==> src/sv/mcsp_pkg.sv <==
// Package for the multicycle simple processor: sizes, command and opcode
// codes, and the command/status structs between controller and datapath.
// No dependencies.
package mcsp_pkg;

  localparam int MEM_WORDS = 4096;
  localparam int MEM_AW    = $clog2(MEM_WORDS);
  localparam int RF_DEPTH  = 6;

  localparam logic [2:0] CMD_WRITE = 3'd0;
  localparam logic [2:0] CMD_READ  = 3'd1;
  localparam logic [2:0] CMD_START = 3'd2;
  localparam logic [2:0] CMD_STEP  = 3'd3;
  localparam logic [2:0] CMD_REGRD = 3'd4;

  localparam logic [4:0] OPC_ADD = 5'd0;
  localparam logic [4:0] OPC_SUB = 5'd1;
  localparam logic [4:0] OPC_LSF = 5'd2;
  localparam logic [4:0] OPC_RSF = 5'd3;
  localparam logic [4:0] OPC_AND = 5'd4;
  localparam logic [4:0] OPC_OR  = 5'd5;
  localparam logic [4:0] OPC_XOR = 5'd6;
  localparam logic [4:0] OPC_LHI = 5'd7;
  localparam logic [4:0] OPC_LD  = 5'd8;
  localparam logic [4:0] OPC_ST  = 5'd9;
  localparam logic [4:0] OPC_JLT = 5'd16;
  localparam logic [4:0] OPC_JLE = 5'd17;
  localparam logic [4:0] OPC_JEQ = 5'd18;
  localparam logic [4:0] OPC_JNE = 5'd19;
  localparam logic [4:0] OPC_JIN = 5'd20;
  localparam logic [4:0] OPC_HLT = 5'd24;

  localparam logic [2:0] REG_ZERO = 3'd0;
  localparam logic [2:0] REG_IMM  = 3'd1;
  localparam logic [2:0] REG_LINK = 3'd7;

  typedef enum logic [1:0] {
    ASEL_CMD = 2'd0,
    ASEL_PC  = 2'd1,
    ASEL_OPB = 2'd2
  } asel_t;

  typedef enum logic [1:0] {
    RSEL_REQ  = 2'd0,
    RSEL_SRC0 = 2'd1,
    RSEL_SRC1 = 2'd2,
    RSEL_DST  = 2'd3
  } rsel_t;

  typedef struct packed {
    logic  take_in;
    logic  mem_rd;
    logic  mem_wr;
    asel_t mem_asel;
    logic  rf_rd;
    rsel_t rf_rsel;
    logic  ld_inst;
    logic  ld_a;
    logic  ld_b;
    logic  ld_d;
    logic  retire;
    logic  start;
    logic  ld_out;
  } ctl_t;

  typedef struct packed {
    logic [2:0] cmd;
    logic       run;
    logic [4:0] opc;
  } sts_t;

endpackage

==> src/sv/mcsp_ctrl.sv <==
// Controller of the multicycle simple processor: one-hot sequencer that
// walks each command through dispatch, and a step of a running machine on
// through fetch, operand reads and execute. Depends on mcsp_pkg.
module mcsp_ctrl (
  input  logic          clk,
  input  logic          rst,
  input  logic          in_valid,
  output logic          in_ready,
  output logic          out_valid,
  input  logic          out_ready,
  input  mcsp_pkg::sts_t sts,
  output mcsp_pkg::ctl_t ctl
);

  typedef enum logic [8:0] {
    S_IDLE   = 9'b000000001,
    S_DISP   = 9'b000000010,
    S_DECODE = 9'b000000100,
    S_RDA    = 9'b000001000,
    S_RDB    = 9'b000010000,
    S_RDD    = 9'b000100000,
    S_EXEC   = 9'b001000000,
    S_WB     = 9'b010000000,
    S_DONE   = 9'b100000000
  } state_t;

  state_t state, state_next;
  logic   out_free;

  assign in_ready = (state == S_IDLE);
  assign out_free = !out_valid || out_ready;

  always_comb begin
    state_next = state;
    ctl        = '0;
    case (state)
      S_IDLE: begin
        if (in_valid) begin
          ctl.take_in = 1'b1;
          state_next  = S_DISP;
        end
      end
      S_DISP: begin
        state_next = S_DONE;
        case (sts.cmd)
          mcsp_pkg::CMD_WRITE: begin
            ctl.mem_wr   = 1'b1;
            ctl.mem_asel = mcsp_pkg::ASEL_CMD;
          end
          mcsp_pkg::CMD_READ: begin
            ctl.mem_rd   = 1'b1;
            ctl.mem_asel = mcsp_pkg::ASEL_CMD;
          end
          mcsp_pkg::CMD_START: begin
            ctl.start = 1'b1;
          end
          mcsp_pkg::CMD_STEP: begin
            if (sts.run) begin
              ctl.mem_rd   = 1'b1;
              ctl.mem_asel = mcsp_pkg::ASEL_PC;
              state_next   = S_DECODE;
            end
          end
          mcsp_pkg::CMD_REGRD: begin
            ctl.rf_rd   = 1'b1;
            ctl.rf_rsel = mcsp_pkg::RSEL_REQ;
          end
          default: begin
          end
        endcase
      end
      S_DECODE: begin
        ctl.ld_inst = 1'b1;
        state_next  = S_RDA;
      end
      S_RDA: begin
        ctl.rf_rd   = 1'b1;
        ctl.rf_rsel = mcsp_pkg::RSEL_SRC0;
        state_next  = S_RDB;
      end
      S_RDB: begin
        ctl.ld_a    = 1'b1;
        ctl.rf_rd   = 1'b1;
        ctl.rf_rsel = mcsp_pkg::RSEL_SRC1;
        state_next  = S_RDD;
      end
      S_RDD: begin
        ctl.ld_b    = 1'b1;
        ctl.rf_rd   = 1'b1;
        ctl.rf_rsel = mcsp_pkg::RSEL_DST;
        state_next  = S_EXEC;
      end
      S_EXEC: begin
        ctl.ld_d     = 1'b1;
        ctl.mem_asel = mcsp_pkg::ASEL_OPB;
        ctl.mem_rd   = (sts.opc == mcsp_pkg::OPC_LD);
        ctl.mem_wr   = (sts.opc == mcsp_pkg::OPC_ST);
        state_next   = S_WB;
      end
      S_WB: begin
        ctl.retire = 1'b1;
        state_next = S_DONE;
      end
      S_DONE: begin
        // The result register is reloaded in the same cycle its old beat leaves.
        if (out_free) begin
          ctl.ld_out = 1'b1;
          state_next = S_IDLE;
        end
      end
      default: begin
        state_next = S_IDLE;
      end
    endcase
  end

  always_ff @(posedge clk) begin
    if (rst) begin
      state     <= S_IDLE;
      out_valid <= 1'b0;
    end else begin
      state <= state_next;
      if (ctl.ld_out) begin
        out_valid <= 1'b1;
      end else if (out_ready) begin
        out_valid <= 1'b0;
      end
    end
  end

  a_accept_dispatch: assert property (@(posedge clk) disable iff (rst)
    (in_valid && in_ready) |=> (state == S_DISP))
    else $error("accepted beat did not enter dispatch");

  a_result_posted: assert property (@(posedge clk) disable iff (rst)
    (state == S_DONE && out_free) |=> (out_valid && state == S_IDLE))
    else $error("finished command did not post a result beat");

  a_decode_after_fetch: assert property (@(posedge clk) disable iff (rst)
    (state == S_DECODE) |-> ($past(state) == S_DISP && $past(sts.run)))
    else $error("decode entered without a fetch");

endmodule

==> config.mk <==
export PLATFORM = sky130hd
export DESIGN_NAME = mcsp_ctrl
export DESIGN_NICKNAME = d
export VERILOG_FILES = /design/src/sv/mcsp_pkg.sv /design/src/sv/mcsp_ctrl.sv
export SDC_FILE = /design/constraint.sdc
export NUM_CORES = 1
export LEC_CHECK = 0
export BUFFER_PORTS_ARGS = -buffer_cell sky130_fd_sc_hd__buf_2
export CORE_MARGIN = 2
export CORE_UTILIZATION = 40
export CTS_CLUSTER_DIAMETER = 30
export DETAILED_ROUTE_END_ITERATION = 16
export PLACE_DENSITY = 0.72
export SLEW_MARGIN = 20
export SYNTH_ARGS = -nofsm -noshare
export SYNTH_HDL_FRONTEND = slang
export SYNTH_SLANG_ARGS = --single-unit
export TNS_END_PERCENT = 30
==> constraint.sdc <==
create_clock -name clk -period 2.05 [get_ports clk]
set_input_delay 0.205 -clock clk [delete_from_list [all_inputs] [get_ports clk]]
set_output_delay 0.205 -clock clk [all_outputs]
set_load 0.005 [all_outputs]
==> flow_summary.ini <==
[critical_path]
cpLargestDelayFamily = simple AND/OR/NAND/NOR gates
worstSetupEndpointType = output port
arrival_ns = 2.15
cpPeakStageDelay_ns = 0.50
crit_chain = or3_4 -> or4b_4 -> or4b_4 -> nand3b_1 -> buf_2
crit_fanout = 2
cp_num_buf_inv = 1
crit_path_frequent_cell = or4b_4
start_kind = register
critPathRequiredTime_ns = 1.85
crit_path_top_delay_cell = or4b_4
worstSetupPathType = register to output port

[layout]
fillCellCount = 137
seq_area_sq_um = 206
multiInputGateArea_sq_um = 537
layout-drive-gt1-share = 0.515
finalNonFillerCells = 147
final_nets = 145
syn_to_final_growth_pct = 49.6
num_antenna_cells = 0

[grt]
grt_pass1_wl_mm = 3.08
grtUsageTotal = 0.200
use_met3 = 0.0397
top_usage_layer = met2
use_met2 = 0.356
antenna_found_initial = 0
grt_max_degree = 11
grt_pass1_vias = 749
grt_use_met1 = 0.235
overflow = 0

[logic_synthesis]
ys_types = 41
ys_seq_area_frac = 0.285
synth_ff_type = dfxtp_1
synth_nets = 103
syn_area_sq_um = 703
synth_edf_count = 0
ys.warnings.count = 0
synth_area_per_cell_sq_um = 7.81
synth-seq-cells = 10
syn_inst = 90
async_reset_ff_frac = 0

[sta]
finalHoldViolCount = 0
fin_ws_ns = -0.304
clock-skew-final_ns = 0.00451
post-route-period-util = 1.15
relSlewSlack = 0.745
setup_viol_count_final = 5
tightest_slew_ns = 0.372
maxSlewViolCount = 0
fmax_mhz = 425
rsz0062_at_grt = true
fin_crit_ns = 2.35
hold_ws_ns = 0.252

[routing]
firstDrtPassIters = 4
drcViolationCount = 0
num_vias = 869
drt_iter0_markers = 21
routed_via_density = 5.91
wl_mm = 2.08
postRouteAntennaNets = 0
wire_per_inst_microns = 14.1

[power_and_ir_drop]
power.density_nw_per_um2 = 433
p_leak_uw = 0.000473
ir_worst_vdd_mv = 0.287

[status]
status = finished with violations
violations = negative setup slack

[floorplan]
fp-row-count = 15
die-area_sq_um = 2110
initial_core_util = 0.416
chipHeight_microns = 45.9
fp.dieW_microns = 45.9
pin_count = 30
coreArea_sq_um = 1690

[clock_network]
cts.sinks = 10
clockRootBuffer = clkbuf_4
htreeDepth = 1
cts_tree = done
numCtsBuffers = 3
hold_buffers = 0
clk_pin_slew_ns = 0.07
cts_buffer_depth = 2
clkLatencyLatePin_ns = 0.26

[hold_path]
min_path_type = input port to register

[placed_design]
gp_congestion = 0.795
dpl.hpwl_mm = 1.37
port_buffers = 29
dp.cells = 142

[flow_run]
max_cap_viol_count = 0
[cells in the mapped netlist (2+ instances only)]
library cell | count | area share
a21oi_1 | 2 | 0.014
a221oi_1 | 2 | 0.025
and2_1 | 2 | 0.018
clkbuf_1 | 3 | 0.016
dfxtp_1 | 10 | 0.28
inv_1 | 3 | 0.016
nand2_1 | 4 | 0.021
nand2b_1 | 2 | 0.018
nand3_1 | 2 | 0.014
nand3b_1 | 2 | 0.021
nor2_1 | 8 | 0.043
nor2b_1 | 3 | 0.027
nor3_1 | 5 | 0.036
nor3b_1 | 2 | 0.021
nor4_1 | 2 | 0.018
o21ai_0 | 6 | 0.043
or2_2 | 3 | 0.027
or3_1 | 4 | 0.036
or4b_1 | 2 | 0.028
xor2_1 | 2 | 0.025
[power by group]
group	total (uW)	internal (uW)	switching, uW
clock	133	67.7	65.5
combinational	117	59.3	57.5
sequential	206	200	5.79
[state kept, by name (all words and copies together), names as in the netlist]
| register | cells |
|---|---|
| out_valid | 1 |
| state | 9 |
[final timing paths]
| check | depth (start not counted) | start | slack (ns) | end |
|---|---|---|---|---|
| min reg2reg | 2 | out_valid | 0.54 | out_valid |
| max reg2reg | 6 | state[5] | 0.27 | state[2] |
| min | 2 | rst | 0.25 | out_valid |
| max | 5 | state[5] | -0.30 | ctl[9] |
[per-stage QoR]
| stage | setup TNS [ns] | util | instance area, sq um | power (uW) | setup WS [ns] |
|---|---|---|---|---|---|
| final | -1.17 | 0.623 | 1050 | 456 | -0.304 |
| after global routing | -1.57 | 0.623 | 1050 | 479 | -0.367 |
| after CTS | -1.31 | 0.602 | 1020 | 451 | -0.314 |
| after detailed placement | -0.0341 | 0.553 | 935 | 307 | -0.0341 |
| after global placement | -0.00740 | 0.553 | 935 | 305 | -0.00740 |
| after floorplan | -0.0207 | - | 706 | 267 | -0.0207 |
[cell type report]
type,count,area share
Tap cell,17,0.0202
Sequential cell,10,0.196
Clock buffer,3,0.0214
Inverter,3,0.0107
Timing Repair Buffer,43,0.241
Multi-Input combinational cell,71,0.510
[kinds of logic (layout without fill, tap and decap cells)]
logic type	after synthesis	after routing	synth area share
xor gates and xnor gates	2	2	0.0249
DFF	10	10	0.285
and+or+nand+nor	51	51	0.461
buffers and inverters	9	49	0.0551
AOI/OAI and AO/OA	18	18	0.174
[timing repair]
action / CTS / global route
setup endpoints to repair: 8 / 9
resized for setup: 8 / 9
hold endpoints to repair: 0 / 0
buffers inserted: 2 / 0
[per-layer routing]
layer / up-vias / part of all wire
met3: 2 / 0.063
met2: 41 / 0.54
met5: - / 0
met1: 409 / 0.39
met4: 0 / 0.0087
li1: 417 / -
[layout by cell type, fill, tap and decap left out, types with 3 or more instances in the layout]
cell type   n
buf_2      29
buf_4      13
nor2_1      8
o21ai_0     6
dfxtp_1     5
dfxtp_2     5
nor3_1      4
nand2_1     4
or3_4       3
nor2b_1     3
inv_1       3
clkbuf_4    3
Power figures use the tool's default switching activity.
